==> config.mk <==
export PLATFORM = sky130hd
export DESIGN_NAME = flbr_post
export DESIGN_NICKNAME = d
export VERILOG_FILES = /design/src/rtl/core/flbr_pkg.sv /design/src/rtl/core/flbr_post.sv
export SDC_FILE = /design/constraint.sdc
export NUM_CORES = 1
export LEC_CHECK = 0
export ABC_AREA = 1
export BUFFER_PORTS_ARGS = -buffer_cell sky130_fd_sc_hd__buf_2
export CAP_MARGIN = 20
export CORE_ASPECT_RATIO = 1.1
export CORE_UTILIZATION = 50
export DETAILED_ROUTE_END_ITERATION = 6
export GPL_TIMING_DRIVEN = 1
export PLACE_DENSITY = 0.78
export REMOVE_ABC_BUFFERS = 1
export SYNTH_ARGS = -nofsm -noshare
export SYNTH_HDL_FRONTEND = slang
export SYNTH_SLANG_ARGS = --single-unit
==> constraint.sdc <==
create_clock -name clock -period 6 [get_ports clock]
set_clock_uncertainty 0.05 [all_clocks]
set_input_delay 1.2 -clock clock [delete_from_list [all_inputs] [get_ports clock]]
set_output_delay 1.2 -clock clock [all_outputs]
set_load 0.05 [all_outputs]
==> src/rtl/core/flbr_pkg.sv <==
// Shared constants, codes and types of the fused linear, bias and ReLU block.
`timescale 1ns / 1ps

package flbr_pkg;

   // Store geometry
   localparam int MAX_INNER   = 256;
   localparam int MAX_COLUMNS = 64;
   localparam int DATA_WIDTH  = 16;

   localparam int INNER_AW  = $clog2(MAX_INNER);
   localparam int COL_AW    = $clog2(MAX_COLUMNS);
   localparam int WEIGHT_AW = INNER_AW + COL_AW;

   // Arithmetic widths: Q8.8 data, Q16.16 products and results
   localparam int FRAC_BITS    = 8;
   localparam int PROD_WIDTH   = 2 * DATA_WIDTH;
   localparam int ACC_WIDTH    = 40;
   localparam int RESULT_WIDTH = 32;

   // Field and register widths
   localparam int OPCODE_W    = 2;
   localparam int INNER_IDX_W = 8;
   localparam int COL_IDX_W   = 6;
   localparam int VALUE_W     = 16;
   localparam int ROW_WIDTH   = 16;
   localparam int ROW_TOTAL_W = 16;
   localparam int INNER_LEN_W = 9;
   localparam int COL_TOTAL_W = 7;

   localparam int REQ_FIELDS_W = INNER_IDX_W + COL_IDX_W + VALUE_W;
   localparam int REQ_DATA_W   = ((REQ_FIELDS_W + 7) / 8) * 8;
   localparam int RSP_FIELDS_W = RESULT_WIDTH + COL_IDX_W + ROW_WIDTH;
   localparam int RSP_DATA_W   = ((RSP_FIELDS_W + 7) / 8) * 8;

   // Register port
   localparam int CSR_IDX_W  = 3;
   localparam int CSR_DATA_W = 16;

   localparam logic [CSR_IDX_W-1:0] CSR_ROW_TOTAL    = 3'd0;
   localparam logic [CSR_IDX_W-1:0] CSR_INNER_LENGTH = 3'd1;
   localparam logic [CSR_IDX_W-1:0] CSR_COLUMN_TOTAL = 3'd2;
   localparam logic [CSR_IDX_W-1:0] CSR_RELU_ON      = 3'd3;
   localparam logic [CSR_IDX_W-1:0] CSR_BIAS_ON      = 3'd4;

   // Input word kinds
   localparam logic [OPCODE_W-1:0] OP_WEIGHT = 2'd0;
   localparam logic [OPCODE_W-1:0] OP_BIAS   = 2'd1;
   localparam logic [OPCODE_W-1:0] OP_ACT    = 2'd2;

   // Tags that travel with a finished accumulator into the output stage
   typedef struct packed {
      logic [COL_AW-1:0]    col;
      logic                 row_last;
      logic                 batch_last;
      logic [ROW_WIDTH-1:0] row;
   } post_ctrl_type;

endpackage

==> src/rtl/core/flbr_post.sv <==
// Output stage: bias add, ReLU clamp, 32-bit saturation and the result register.
`timescale 1ns / 1ps

module flbr_post (
   input  logic                            clock,
   input  logic                            reset,
   input  logic                            in_valid,
   output logic                            in_ready,
   input  flbr_pkg::post_ctrl_type         in_ctrl,
   input  logic [flbr_pkg::ACC_WIDTH-1:0]  in_sum,
   input  logic [flbr_pkg::DATA_WIDTH-1:0] in_bias,
   input  logic                            relu_on,
   input  logic                            bias_on,
   output logic                            rsp_tvalid,
   input  logic                            rsp_tready,
   // result_value, result_column, result_row, zero pad
   output logic [flbr_pkg::RSP_DATA_W-1:0] rsp_tdata,
   output logic                            rsp_tlast,   // row_last
   output logic                            rsp_tuser    // batch_last
);
   import flbr_pkg::*;

   localparam int EXT_W = ACC_WIDTH + 1;
   localparam int TOP_W = EXT_W - RESULT_WIDTH + 1;

   logic signed [EXT_W-1:0]  v_sum;
   logic signed [EXT_W-1:0]  v_bias;
   logic signed [EXT_W-1:0]  v_tot;
   logic signed [EXT_W-1:0]  v_relu;
   logic [TOP_W-1:0]         v_top;
   logic [RESULT_WIDTH-1:0]  value_in;

   logic                     rsp_vld_ff;
   logic [RESULT_WIDTH-1:0]  rsp_val_ff;
   post_ctrl_type            rsp_ctrl_ff;

   // Bias is Q8.8, shifted up to Q16.16 before the add
   always_comb begin
      v_sum  = $signed({in_sum[ACC_WIDTH-1], in_sum});
      v_bias = bias_on
             ? $signed({{(EXT_W - DATA_WIDTH - FRAC_BITS){in_bias[DATA_WIDTH-1]}},
                        in_bias, {FRAC_BITS{1'b0}}})
             : '0;
      v_tot  = v_sum + v_bias;
      v_relu = (relu_on && v_tot[EXT_W-1]) ? '0 : v_tot;
   end

   // Saturate when the bits above the result sign do not all match it
   always_comb begin
      v_top = v_relu[EXT_W-1:RESULT_WIDTH-1];
      if ((v_top == '0) || (v_top == '1)) begin
         value_in = v_relu[RESULT_WIDTH-1:0];
      end else begin
         value_in = {v_relu[EXT_W-1], {(RESULT_WIDTH-1){~v_relu[EXT_W-1]}}};
      end
   end

   assign in_ready = !rsp_vld_ff || rsp_tready;

   // Result register valid
   always_ff @(posedge clock) begin
      if (reset) begin
         rsp_vld_ff <= 1'b0;
      end else if (in_ready) begin
         rsp_vld_ff <= in_valid;
      end
   end

   // Result register payload
   always_ff @(posedge clock) begin
      if (in_ready && in_valid) begin
         rsp_val_ff  <= value_in;
         rsp_ctrl_ff <= in_ctrl;
      end
   end

   assign rsp_tvalid = rsp_vld_ff;
   assign rsp_tdata  = {{(RSP_DATA_W - RSP_FIELDS_W){1'b0}},
                        rsp_ctrl_ff.row, rsp_ctrl_ff.col, rsp_val_ff};
   assign rsp_tlast  = rsp_ctrl_ff.row_last;
   assign rsp_tuser  = rsp_ctrl_ff.batch_last;

endmodule

======== After elaboration in Yosys (flattened, before gate mapping) ========
Index checks and enable logic that the tools add are counted.
word-level totals
  latch bits .............................. 0
  memories ................................ 0
  bits in read-only memories .............. 0
  word-level logic and storage cells ...... 18
  bits of input ports ..................... 86
  output and inout port bits .............. 60
  memory bits (writable) .................. 0
  bits in registers ....................... 57
operators by class
  bitwise logic cells ..................... 1
  divide/modulo/power cells ............... 0
  multiplexer cells ....................... 3
  equal/unequal tests ..................... 1
  shift-type cells ........................ 0
  $lt $le $gt $ge ......................... 0
  reduce and logical (&&, ||, !) cells .... 6
  add/sub/neg operators ................... 1
  multipliers ............................. 0
operators with widths
  operator                                   count
  41-bit 2-to-1 mux                          2
  40-bit by 41-bit adder with 41-bit output  1
  32-bit 2-to-1 mux                          1
  10-bit == test, second input constant      1
  10-bit logical NOT                         1
  1-bit logical AND                          2
  1-bit logical OR                           2
  1-bit logical NOT                          1
  1-bit inverter                             1

======== Longest topological paths before layout ========
  depth in word-level cells ............... 7
  gate-level depth with buffers ........... 26
  gate-level depth less buffers ........... 23

======== Worst setup path after synthesis ========
Ideal clock, no wire load.
  path type ............................... input port to flip-flop
  from .................................... input port in_valid
  to ...................................... register rsp_ctrl_ff, in the netlist rsp_tdata[32] (enable)
  library setup time ...................... 0.488 ns
  path slack .............................. 1.496 ns
  stages on the path ...................... 2
  arrival time ............................ 3.967 ns
  buffers on the path ..................... 0
  required time ........................... 5.462 ns
  cell sequence ........................... inv_1 -> a21oi_1
between the ends
  word-level cells in the longest chain between the ends .. 1
ends and longest elaborated chain
  what                  RTL line         text
  start, declared       flbr_post.sv:7   input logic in_valid,
  1-bit logical AND     flbr_post.sv:71  if (in_ready && in_valid) begin
  end signal, assigned  flbr_post.sv:73  rsp_ctrl_ff <= in_ctrl;
  end, declared         flbr_post.sv:35  post_ctrl_type rsp_ctrl_ff;
Every way passes these cells.
A chain may end at the register's enable or synchronous reset.

======== Worst setup path in the final report ========
  from .................................... input port bias_on
  to ...................................... register rsp_val_ff[27] (data pin)
between the ends
  word-level cells in the longest chain between the ends .. 7
  elaborated cells on any way between the ends .. 9
  classes of those cells .................. add/sub: 1; eq/ne: 1; mux: 3; bitwise: 1; reduce/logical: 3
ends and longest elaborated chain
  what                                                  RTL line         text
  start, declared                                       flbr_post.sv:13  input logic bias_on,
  41-bit 2-to-1 mux *                                   flbr_post.sv:41  ? $signed({{(EXT_W - DATA_WIDTH - FRAC_BITS){in_bias[DATA_WIDTH-1]}},
  40-bit by 41-bit adder with 41-bit output *           flbr_post.sv:44  v_tot = v_sum + v_bias;
  1-bit logical AND                                     flbr_post.sv:45  v_relu = (relu_on && v_tot[EXT_W-1]) ? '0 : v_tot;
  41-bit 2-to-1 mux *                                   flbr_post.sv:45
  10-bit == test or 10-bit logical NOT (tied branches)  flbr_post.sv:51  if ((v_top == '0) || (v_top == '1)) begin
  1-bit logical OR                                      flbr_post.sv:51
  32-bit 2-to-1 mux *                                   flbr_post.sv:51
  named net value_in[27]                                flbr_post.sv:31  logic [RESULT_WIDTH-1:0] value_in;
  end signal, assigned                                  flbr_post.sv:72  rsp_val_ff <= value_in;
  end, declared                                         flbr_post.sv:34  logic [RESULT_WIDTH-1:0] rsp_val_ff;
The timed path passes the listed nets; every way through them passes the cells marked *.

==> qor.yml <==
yosys:
  synthesis.area_sq_um: 4860
  yosysTopAreaCell: "edfxtp_1"
  synth_commonest_cells: "nand2_1 (296), inv_1 (128), nand3_1 (71), edfxtp_1 (56), nor2_1 (55)"
  avgSynthCellArea_sq_um: 6.49
  synthArstFlopShare: 0
  ys_top_cells_by_area: "edfxtp_1 (35%), nand2_1 (23%), inv_1 (9.9%)"
  synth_edf_count: 56
  yosysMostFrequentCell: "nand2_1"
  netlist.area_leader.share: 0.346
  syn_inst: 749
  ys_ff_latch: 57
  ys_seq_area_frac: 0.350
  synthDistinctLibCells: 32
  ys_warn_count: 0
  synthFlopType: "edfxtp_1"
cts:
  cts_buffers: 9
  postCtsHoldBufs: 0
  root_buffer: "clkbuf_8"
  cts_buffer_depth: 2
  cts_setup_buffers: 0
  post_cts_resized: 0
  path_clk_slew_ns: 0.06
  clk_latency_ns: 0.32
  htreeDepth: 3
  cts_tree: "built"
  cts.sinks: 57
place:
  gp_congestion: 0.954
  dp_slack_ns: 1.03
  port_buffers: 143
  dp_hpwl_um: 9700
global_routing:
  grt_max_degree: 57
  grt_remaining_overflow: 0
  grt_usage: 0.243
  antenna_found_initial: 0
  grt_pass1_vias: 4405
  grt_pass1_wl_um: 19400
timing:
  rsz0062_at_grt: "false"
  setup_viol: 0
  min_period_over_period: 0.774
  finalSetupTns_ns: 0
  max_slew_margin: 0.559
  fin_ws_ns: 1.36
  tightest_slew_ns: 0.661
  fin_crit_ns: 4.64
  drv_slew: 0
  hold_violations: 0
  timing.fmax_mhz: 215
  fin_hold_ws_ns: 0.514
outcome:
  status: "finished, final reports clean"
worst_setup_path:
  crit_type: "in -> reg"
  ff2ff_path_depth: 2
  cp-start-kind: "input port"
  arrival_ns: 4.64
  r2r_slack_ns: 4.52
  r2r-start: "rsp_tvalid$_SDFFE_PP0N_"
  r2r-end: "rsp_tdata[38]$_DFFE_PP_"
  crit_path_end_kind: "register"
  critPathRequiredTime_ns: 6.00
  path_max_fanout: 31
power_and_ir_drop:
  ir_worst_vdd_mv: 0.118
  p_clk_frac: 0.287
  internal_power_uw: 845
  p_comb_frac: 0.344
  power_density_nw_per_um2: 225
  p_sw_uw: 467
  seqPwrFrac: 0.370
  sw_frac_of_total: 0.356
  p_leak_uw: 0.00330
floorplanning:
  die_area_sq_um: 10100
  die_h_um: 105
  core_area_sq_um: 9400
  num_rows: 37
  die-width_um: 96.0
  pin_count: 146
  start_util: 0.518
drt:
  drt_pass1_iterations: 5
  via_count: 4935
  drt_iter0_markers: 248
  postRouteAntennaNets: 0
  wirelength_um: 11900
  routedWlPerCell_um: 11.8
  viasPerCell: 4.89
  detail_route.drc_violations: 0
final_layout:
  drive_gt1_frac: 0.240
  ff_latch_area_sq_um: 1700
  area.growth.synth_to_final_pct: 19.9
  diodes: 0
  multi_input_area_sq_um: 2510
  num-fill-cells: 908
  fin_nets: 991
  post-route-util: 0.621
worst_hold_path:
  hp-class: "reg -> reg"
  min_from: "rsp_tvalid$_SDFFE_PP0N_"
  hold_end: "rsp_tvalid$_SDFFE_PP0N_"
  whs_path_depth: 2
run:
  max_cap_viol_count: 0
[worst max path at each step]
stage              from                        to  slack, ns  cells past startpoint
2_1_floorplan  in_valid   rsp_tdata[32]$_DFFE_PP_       1.50                      2
3_3_place_gp    bias_on   rsp_val_ff[2]$_DFFE_PP_       1.17                     17
3_5_place_dp    bias_on  rsp_val_ff[11]$_DFFE_PP_       1.03                     17
4_1_cts         bias_on  rsp_val_ff[27]$_DFFE_PP_       1.36                     16
5_1_grt         bias_on  rsp_val_ff[27]$_DFFE_PP_       0.95                     16
6_report        bias_on  rsp_val_ff[27]$_DFFE_PP_       1.36                     17
[cell families (layout without fill, tap and decap cells)]
kind of cell | Yosys count | in the layout | synth area share
AO/OA/AOI/OAI | 38 | 38 | 0.0473
XOR/XNOR | 1 | 1 | 0.00180
adder cells (fa/ha/maj) | 17 | 17 | 0.0453
buffers and inverters | 159 | 302 | 0.138
flip-flops | 57 | 57 | 0.350
other | 1 | 2 | 0.000771
AND/OR/NAND/NOR | 476 | 476 | 0.417
[worst max-delay path: stages]
cell     delay, ns
buf_2         0.41
nand2_2       0.35
inv_2         0.22
ha_1          0.32
a31oi_1       0.18
o21ai_0       0.09
a21oi_1       0.25
nand3_2       0.11
nand2_1       0.08
nand3_2       0.25
buf_4         0.33
nand2_1       0.08
nand2_1       0.06
inv_2         0.05
nand3_2       0.08
nand3_2       0.42
nand2_1       0.14
[flip-flops by register name, summed over array words and instances, names as in the netlist]
register    count
rsp_val_ff     32
rsp_tvalid      1
rsp_tdata      22
rsp_tuser       1
rsp_tlast       1
[through the flow]
| stage | power, uW | cell area (sq um) | std cells |
|---|---|---|---|
| 2_1_floorplan | 823 | 4730 | 732 |
| 3_3_place_gp | 935 | 5610 | 994 |
| 3_5_place_dp | 941 | 5610 | 994 |
| 4_1_cts | 1320 | 5830 | 1010 |
| 5_1_grt | 1390 | 5830 | 1010 |
| 6_report | 1310 | 5830 | 1010 |
[metal layers]
layer  track usage  vias to the layer above  wire length (um)
li1              -                     2608                 -
met1         0.323                     2125              5380
met2         0.409                      186              5410
met3        0.0209                       16               935
met4        0.0789                        0               190
met5             0                        -                 0
[cells in the final DEF (no fill, tap or decap), types with 2 or more instances in the layout]
master,instances
ha_1,16
buf_4,2
nand3_2,5
o21bai_1,2
buf_2,143
a21oi_1,18
a41oi_1,3
a41o_1,3
clkinv_1,2
a31o_2,2
edfxtp_1,56
nand3_1,71
inv_2,11
conb_1,2
nand4_1,10
nand2_2,10
or2_2,17
nor3_1,2
o21ai_1,2
o21ai_0,6
clkbuf_8,13
nor2_1,55
inv_1,128
nor2_2,8
nand2_1,296
[layout make-up]
type                            count  area share
Sequential cell                    57       0.292
Clock inverter                      2     0.00601
Clock buffer                       14      0.0313
Tap cell                          117      0.0251
Multi-Input combinational cell    534       0.430
Inverter                          141      0.0908
Timing Repair Buffer              145       0.125
[power groups by stage]
| stage | Clock (uW) | Combinational [uW] | Sequential, uW |
|---|---|---|---|
| floorplan | 0 | 227 | 597 |
| global placement | 0 | 443 | 492 |
| detailed placement | 0 | 447 | 494 |
| CTS | 380 | 450 | 486 |
| global route | 397 | 503 | 488 |
| finish | 376 | 451 | 485 |
Note: power is estimated with default switching activity, not from simulation.
